===== src/sv/madt_pkg.sv =====
package madt_pkg;

    // Result kinds carried on the output tuser
    typedef enum logic [1:0] {
        KIND_IOC       = 2'd0,
        KIND_ISO       = 2'd1,
        KIND_MALFORMED = 2'd2,
        KIND_TRUNCATED = 2'd3
    } record_kind_t;

    // Entry type codes and minimum lengths
    localparam logic [7:0] ENTRY_IOC   = 8'd1;
    localparam logic [7:0] ENTRY_ISO   = 8'd2;
    localparam logic [7:0] MIN_LEN     = 8'd2;
    localparam logic [7:0] MIN_LEN_IOC = 8'd12;
    localparam logic [7:0] MIN_LEN_ISO = 8'd8;

    // Record queue between parser and output side
    localparam int QUEUE_DEPTH = 4;
    localparam int QPTR_W      = $clog2(QUEUE_DEPTH);
    localparam int QCNT_W      = $clog2(QUEUE_DEPTH + 1);

    typedef struct packed {
        record_kind_t kind;
        logic [31:0]  unit_address;
        logic [31:0]  interrupt_number;
        logic [7:0]   source_irq;
    } record_t;

endpackage


===== src/sv/madt_entry_parser_core.sv =====
// A record enters the record queue when the byte that ends its entry is taken, and is offered from the queue head.
// Throughput: one byte per cycle while the record queue is not full; field bytes are captured as they are taken.
// The four-record queue stalls input whenever it is full, also while the output is taking a record.
// Reset (rst_n low, asynchronous) clears the parser state, the halt flag and the queue.
module madt_entry_parser_core
    import madt_pkg::*;
(
    input  logic        clk,
    input  logic        rst_n,
    input  logic        s_tvalid,
    output logic        s_tready,
    input  logic [7:0]  s_tdata,   // [7:0] data_byte
    input  logic        s_tlast,   // table_end
    output logic        m_tvalid,
    input  logic        m_tready,
    output logic [71:0] m_tdata,   // [31:0] unit_address, [63:32] interrupt_number,
                                   // [71:64] source_irq
    output logic [1:0]  m_tuser    // [1:0] record_kind
);

    logic    q_full;
    logic    rec_push;
    record_t rec;
    record_t head_rec;

    assign s_tready = !q_full;

    madt_front u_front (
        .clk      (clk),
        .rst_n    (rst_n),
        .in_take  (s_tvalid && s_tready),
        .in_byte  (s_tdata),
        .in_last  (s_tlast),
        .rec_push (rec_push),
        .rec      (rec)
    );

    madt_queue u_queue (
        .clk        (clk),
        .rst_n      (rst_n),
        .push       (rec_push),
        .push_rec   (rec),
        .full       (q_full),
        .head_valid (m_tvalid),
        .head_take  (m_tready),
        .head_rec   (head_rec)
    );

    // Pack the head record onto the output stream
    assign m_tdata = {head_rec.source_irq, head_rec.interrupt_number, head_rec.unit_address};
    assign m_tuser = head_rec.kind;

endmodule


===== src/sv/madt_front.sv =====
module madt_front
    import madt_pkg::*;
(
    input  logic       clk,
    input  logic       rst_n,
    input  logic       in_take,
    input  logic [7:0] in_byte,
    input  logic       in_last,
    output logic       rec_push,
    output record_t    rec
);

    logic [7:0]  pos_reg, pos_next;
    logic [7:0]  kind_reg, kind_next;
    logic [7:0]  len_reg, len_next;
    logic [31:0] addr_reg, addr_next;
    logic [31:0] gsi_reg, gsi_next;
    logic [7:0]  irq_reg, irq_next;
    logic        halted_reg, halted_next;

    logic [7:0]  kind_cur;
    logic [7:0]  len_cur;
    logic [31:0] addr_cur;
    logic [31:0] gsi_cur;
    logic [7:0]  irq_cur;
    logic [7:0]  need;
    logic        malformed;
    logic        complete;
    logic        clear;
    logic        in_window_lo;
    logic        in_window_hi;
    logic [4:0]  lane;

    // Current entry view: a new entry starts clean at position zero
    always_comb
    begin
        kind_cur = (pos_reg == 8'd0) ? in_byte : kind_reg;
        len_cur  = (pos_reg == 8'd1) ? in_byte : len_reg;
        addr_cur = (pos_reg == 8'd0) ? 32'd0 : addr_reg;
        gsi_cur  = (pos_reg == 8'd0) ? 32'd0 : gsi_reg;
        irq_cur  = (pos_reg == 8'd0) ? 8'd0 : irq_reg;
        lane     = {pos_reg[1:0], 3'b000};

        in_window_lo = (pos_reg >= 8'd4) && (pos_reg <= 8'd7);
        in_window_hi = (pos_reg >= 8'd8) && (pos_reg <= 8'd11);

        // Capture field bytes into their lanes
        if (pos_reg >= 8'd2)
        begin
            if (kind_cur == ENTRY_IOC)
            begin
                if (in_window_lo)
                    addr_cur[lane +: 8] = in_byte;
                else if (in_window_hi)
                    gsi_cur[lane +: 8] = in_byte;
            end
            else if (kind_cur == ENTRY_ISO)
            begin
                if (pos_reg == 8'd3)
                    irq_cur = in_byte;
                else if (in_window_lo)
                    gsi_cur[lane +: 8] = in_byte;
            end
        end

        // Length check on the length byte
        if (kind_cur == ENTRY_IOC)
            need = MIN_LEN_IOC;
        else if (kind_cur == ENTRY_ISO)
            need = MIN_LEN_ISO;
        else
            need = MIN_LEN;
        malformed = (pos_reg == 8'd1) && (in_byte < need);
        complete  = (pos_reg != 8'd0) &&
                    (({1'b0, pos_reg} + 9'd1) == {1'b0, len_cur});
    end

    // Next state and emitted record
    always_comb
    begin
        pos_next    = pos_reg;
        kind_next   = kind_reg;
        len_next    = len_reg;
        addr_next   = addr_reg;
        gsi_next    = gsi_reg;
        irq_next    = irq_reg;
        halted_next = halted_reg;
        rec_push    = 1'b0;
        rec         = '0;
        clear       = 1'b0;

        if (in_take)
        begin
            if (halted_reg)
            begin
                // Drop bytes until the table end
                if (in_last)
                begin
                    halted_next = 1'b0;
                    clear       = 1'b1;
                end
            end
            else if (malformed)
            begin
                rec_push    = 1'b1;
                rec.kind    = KIND_MALFORMED;
                halted_next = !in_last;
                clear       = 1'b1;
            end
            else if (complete)
            begin
                if (kind_cur == ENTRY_IOC)
                begin
                    rec_push             = 1'b1;
                    rec.kind             = KIND_IOC;
                    rec.unit_address     = addr_cur;
                    rec.interrupt_number = gsi_cur;
                end
                else if (kind_cur == ENTRY_ISO)
                begin
                    rec_push             = 1'b1;
                    rec.kind             = KIND_ISO;
                    rec.interrupt_number = gsi_cur;
                    rec.source_irq       = irq_cur;
                end
                clear = 1'b1;
            end
            else if (in_last)
            begin
                rec_push = 1'b1;
                rec.kind = KIND_TRUNCATED;
                clear    = 1'b1;
            end
            else
            begin
                pos_next  = pos_reg + 8'd1;
                kind_next = kind_cur;
                len_next  = len_cur;
                addr_next = addr_cur;
                gsi_next  = gsi_cur;
                irq_next  = irq_cur;
            end

            // Restart at a fresh entry
            if (clear)
            begin
                pos_next  = 8'd0;
                kind_next = 8'd0;
                len_next  = 8'd0;
                addr_next = 32'd0;
                gsi_next  = 32'd0;
                irq_next  = 8'd0;
            end
        end
    end

    always_ff @(posedge clk or negedge rst_n)
    begin
        if (!rst_n)
        begin
            pos_reg    <= 8'd0;
            kind_reg   <= 8'd0;
            len_reg    <= 8'd0;
            addr_reg   <= 32'd0;
            gsi_reg    <= 32'd0;
            irq_reg    <= 8'd0;
            halted_reg <= 1'b0;
        end
        else
        begin
            pos_reg    <= pos_next;
            kind_reg   <= kind_next;
            len_reg    <= len_next;
            addr_reg   <= addr_next;
            gsi_reg    <= gsi_next;
            irq_reg    <= irq_next;
            halted_reg <= halted_next;
        end
    end

endmodule


===== src/sv/madt_queue.sv =====
module madt_queue
    import madt_pkg::*;
(
    input  logic    clk,
    input  logic    rst_n,
    input  logic    push,
    input  record_t push_rec,
    output logic    full,
    output logic    head_valid,
    input  logic    head_take,
    output record_t head_rec
);

    record_t             slot_reg [QUEUE_DEPTH];
    logic [QPTR_W-1:0]   wr_ptr_reg, wr_ptr_next;
    logic [QPTR_W-1:0]   rd_ptr_reg, rd_ptr_next;
    logic [QCNT_W-1:0]   count_reg, count_next;
    logic                do_push;
    logic                do_pop;

    assign full       = (count_reg == QCNT_W'(QUEUE_DEPTH));
    assign head_valid = (count_reg != '0);
    assign head_rec   = slot_reg[rd_ptr_reg];
    assign do_push    = push && !full;
    assign do_pop     = head_take && head_valid;

    // Advance pointers and occupancy
    always_comb
    begin
        wr_ptr_next = do_push ? wr_ptr_reg + QPTR_W'(1) : wr_ptr_reg;
        rd_ptr_next = do_pop ? rd_ptr_reg + QPTR_W'(1) : rd_ptr_reg;
        count_next  = count_reg;
        if (do_push && !do_pop)
            count_next = count_reg + QCNT_W'(1);
        else if (do_pop && !do_push)
            count_next = count_reg - QCNT_W'(1);
    end

    always_ff @(posedge clk or negedge rst_n)
    begin
        if (!rst_n)
        begin
            wr_ptr_reg <= '0;
            rd_ptr_reg <= '0;
            count_reg  <= '0;
        end
        else
        begin
            wr_ptr_reg <= wr_ptr_next;
            rd_ptr_reg <= rd_ptr_next;
            count_reg  <= count_next;
        end
    end

    // Hold record payloads
    always_ff @(posedge clk)
    begin
        if (do_push)
            slot_reg[wr_ptr_reg] <= push_rec;
    end

endmodule

===== config.mk =====
export PLATFORM = sky130hd
export DESIGN_NAME = madt_entry_parser_core
export DESIGN_NICKNAME = d
export VERILOG_FILES = /design/src/sv/madt_pkg.sv /design/src/sv/madt_entry_parser_core.sv /design/src/sv/madt_front.sv /design/src/sv/madt_queue.sv
export SDC_FILE = /design/constraint.sdc
export NUM_CORES = 1
export LEC_CHECK = 0
export BUFFER_PORTS_ARGS = -buffer_cell sky130_fd_sc_hd__buf_2
export CORE_UTILIZATION = 35
export DETAILED_ROUTE_END_ITERATION = 7
export PLACE_DENSITY_LB_ADDON = 0.15
export SYNTH_ARGS = -nofsm -noshare
export SYNTH_HDL_FRONTEND = slang
export SYNTH_SLANG_ARGS = --single-unit
export TNS_END_PERCENT = 50

===== constraint.sdc =====
create_clock -name clk -period 7.85 [get_ports clk]
set_input_delay 0 -clock clk [delete_from_list [all_inputs] [get_ports clk]]
set_output_delay 0 -clock clk [all_outputs]
set_load 0.01 [all_outputs]

==> results.sh <==
export IMPL_register_area_um2=11500
export IMPL_p_int_mw=4.899
export IMPL_fin_skew_ns=0.02584
export IMPL_async_flop_share_pct=26.00
export IMPL_rr_startpoint="u_front.pos_reg[0]"
export IMPL_max_slew_margin_rel_pct=24.23
export IMPL_initial_core_util_pct=35.66
export IMPL_synth_flop_cell="edfxtp_1"
export IMPL_r2r_end="u_queue.slot_reg[2][65]"
export IMPL_synth_avg_cell_area_um2=14.48
export IMPL_ant_nets=0
export IMPL_peakVddDrop_uv=155.2
export IMPL_reg2regPathDepth=14
export IMPL_portBuffers=88
export IMPL_syn_to_final_growth_pct=15.87
export IMPL_antenna_found_initial=0
export IMPL_clock_sinks=400
export IMPL_tightest_slew_ns=1.128
export IMPL_slowest_delay_ns=0.94
export IMPL_grt_setup_unrepaired="no"
export IMPL_critPathArrivalTime_ns=6.19
export IMPL_drt_iter0_markers=858
export IMPL_largest_reg_flops=296
export IMPL_grt_overflow_total=0
export IMPL_switching_share_pct=34.42
export IMPL_synth_distinct_cells=67
export IMPL_dp_hpwl_um=27120
export IMPL_synthesis_nets=1238
export IMPL_track_usage_pct=17.72
export IMPL_synth_top_area_share_pct=50.71
export IMPL_grtUsageMet3_pct=3.058
export IMPL_p_total_mw=7.471
export IMPL_p_clk_share_pct=29.1
export IMPL_cts_buffers=45
export IMPL_diodes=0
export IMPL_seqPwrFrac_pct=37.8
export IMPL_cts_resized=0
export IMPL_synth_area_leaders="edfxtp_1, dfrtp_1, mux4_2"
export IMPL_max_freq_mhz=168.1
export IMPL_n_fill_cell=4548
export IMPL_cts_max_path_buffers=3
export IMPL_busiest_layer="met2"
export IMPL_required_ns=8.09
export IMPL_netlist_instances=1211
export IMPL_vias=10860
export IMPL_multi_input_area_um2=5703
export IMPL_use_met2_pct=29.22
export IMPL_end_kind="flop"
export IMPL_drv_cap=0
export IMPL_syn_cell_area_um2=17530
export IMPL_grt_pass1_vias=11360
export IMPL_ys_seq_area_share_pct=65.55
export IMPL_setup_viol=0
export IMPL_die_w_um=225.8
export IMPL_clkLatencyLatePin_ns=0.58
export IMPL_layout_common_cells="edfxtp_1, nand2_1, dfrtp_1"
export IMPL_grtUsageMet1_pct=23.88
export IMPL_cts_root_buf="clkbuf_16"
export IMPL_worstSetupStartpointType="flop"
export IMPL_synth_top_area_cell="edfxtp_1"
export IMPL_drv_slew=0
export IMPL_core_area_um2=49150
export IMPL_wl_um=44090
export IMPL_drcViolationCount=0
export IMPL_crit_type="reg -> reg"
export IMPL_first_pass_iters=6
export IMPL_cts_tree="built"
export IMPL_cp_slowest_cell="and3_4"
export IMPL_crit_chain="inv_1 -> ha_1 -> nor4b_4 -> mux2i_1 -> buf_4 -> inv_1 -> nand2_1 -> inv_1 -> ha_1 -> o311a_1 -> or3_1 -> o21ai_0 -> and3_4 -> buf_4"
export IMPL_cp_max_fo=56
export IMPL_ys_seq_elements=400
export IMPL_comb_power_share_pct=33.1
export IMPL_drive_above_1_share_pct=20.89
export IMPL_io_pins=89
export IMPL_p_switching_mw=2.572
export IMPL_wire_per_inst_um=22.10
export IMPL_cts_htree_levels=2
export IMPL_layout_commonest_cell="edfxtp_1"
export IMPL_worstHoldPathType="in -> async"
export IMPL_die_h_um=225.8
export IMPL_hold_viol=0
export IMPL_setup_tns_ns=0
export IMPL_clk_pin_slew_ns=0.06
export IMPL_power_density_nw_per_um2=367.8
export IMPL_yosys_warnings=0
export IMPL_finalWeightedCongestion=0.8540
export IMPL_period_share_pct=75.78
export IMPL_p_leak_nw=7.203
export IMPL_cpMostUsedCell="inv_1"
export IMPL_ff2ff_setup_slack_ns=1.90
export IMPL_grt_first_pass_wirelength_um=68150
export IMPL_die_area_um2=50980
export IMPL_min_period_ns=5.949
export IMPL_rows=81
export IMPL_viasPerCell=5.444
export IMPL_grt_max_degree=63
export IMPL_nets=1323
export IMPL_synth_edff_count=296
export IMPL_status="completed"
## layer usage
layer  routed length, um  share of wire (%)  vias to the layer above
li1                    -                  -                     4923
met1               19620                 45                     5584
met2               21420                 49                      276
met3                1968                4.5                       78
met4                1085                2.5                        0
met5                   0                  0                        -
## power groups by stage
stage               sequential (mW)  clock [mW]  combinational [mW]
global route                   2.87        2.31                2.70
finish                         2.83        2.18                2.47
floorplan                      2.73           0                1.76
global placement               2.87           0                2.50
detailed placement             2.88           0                2.51
CTS                            2.84        2.24                2.52
## cell usage after synthesis (9+ instances only)
library cell  instances
a21o_1               12
a21oi_1              46
a221oi_1             16
a22o_1               54
a22oi_1              29
a31oi_1              14
a32o_1               14
and2_1               10
and3_1               22
buf_1                11
clkbuf_1             59
dfrtp_1             104
edfxtp_1            296
ha_1                 13
inv_1                11
mux4_2               74
nand2_1             114
nand3_1              27
nor2_1               95
nor2b_1              15
nor3_1               18
o21ai_0              36
or3_1                 9
## kinds of logic after synthesis
group	share of synthesized area (%)
and+or+nand+nor	9.450
DFF	65.55
AOI/OAI and AO/OA	11.28
adders and majority gates	1.042
xor gates and xnor gates	0.4996
buffers and inverters	2.127
muxes	10.05
## through the flow
step                utilization (%)  hold WS, ns  setup WS (ns)  instances  instance area [um^2]
floorplan                         -      -0.2956          2.131       1211                 17530
finish                        41.32      0.04411          1.901       1995                 20310
detailed placement            37.95       0.1026          1.936       1901                 18650
global placement              37.95      0.09426          2.140       1901                 18650
CTS                           41.32      0.03878          1.898       1995                 20310
global route                  41.32      0.07270          1.474       1995                 20310
## critical path: cells and delay by family (launching register included)
family	cells	cell delay [ns]
compound gates	2	0.47
fa+ha+maj	2	0.89
buf+inv	5	1.09
flops	1	0.56
mux	1	0.25
simple gates	4	2.27
## worst max-delay path by stage
stage | start | endpoint | cells after the start | slack (ns)
global route | u_front.pos_reg[0] | u_queue.slot_reg[2][65] | 14 | 1.47
detailed placement | u_front.pos_reg[0] | u_queue.slot_reg[2][65] | 14 | 1.94
global placement | u_front.pos_reg[0] | u_queue.slot_reg[2][70] | 14 | 2.14
CTS | u_front.pos_reg[0] | u_queue.slot_reg[2][65] | 14 | 1.90
finish | u_front.pos_reg[0] | u_queue.slot_reg[2][65] | 14 | 1.90
floorplan | u_front.pos_reg[4] | u_queue.slot_reg[0][0] | 14 | 2.13
## repair_timing
action | CTS | global route
setup buffers | 0 | 0
endpoints found under the hold margin | 92 | 0
hold buffers | 12 | 0
## final cells by class
type                       instances  area share, %
tap                              664          4.090
inverter                          11         0.2033
clock buffer                      60          6.172
timing repair buffer             118          3.437
clock inverter                    22          1.411
multi-input combinational        720          28.08
sequential                       400          56.61
Power figures use the tool's default switching activity.
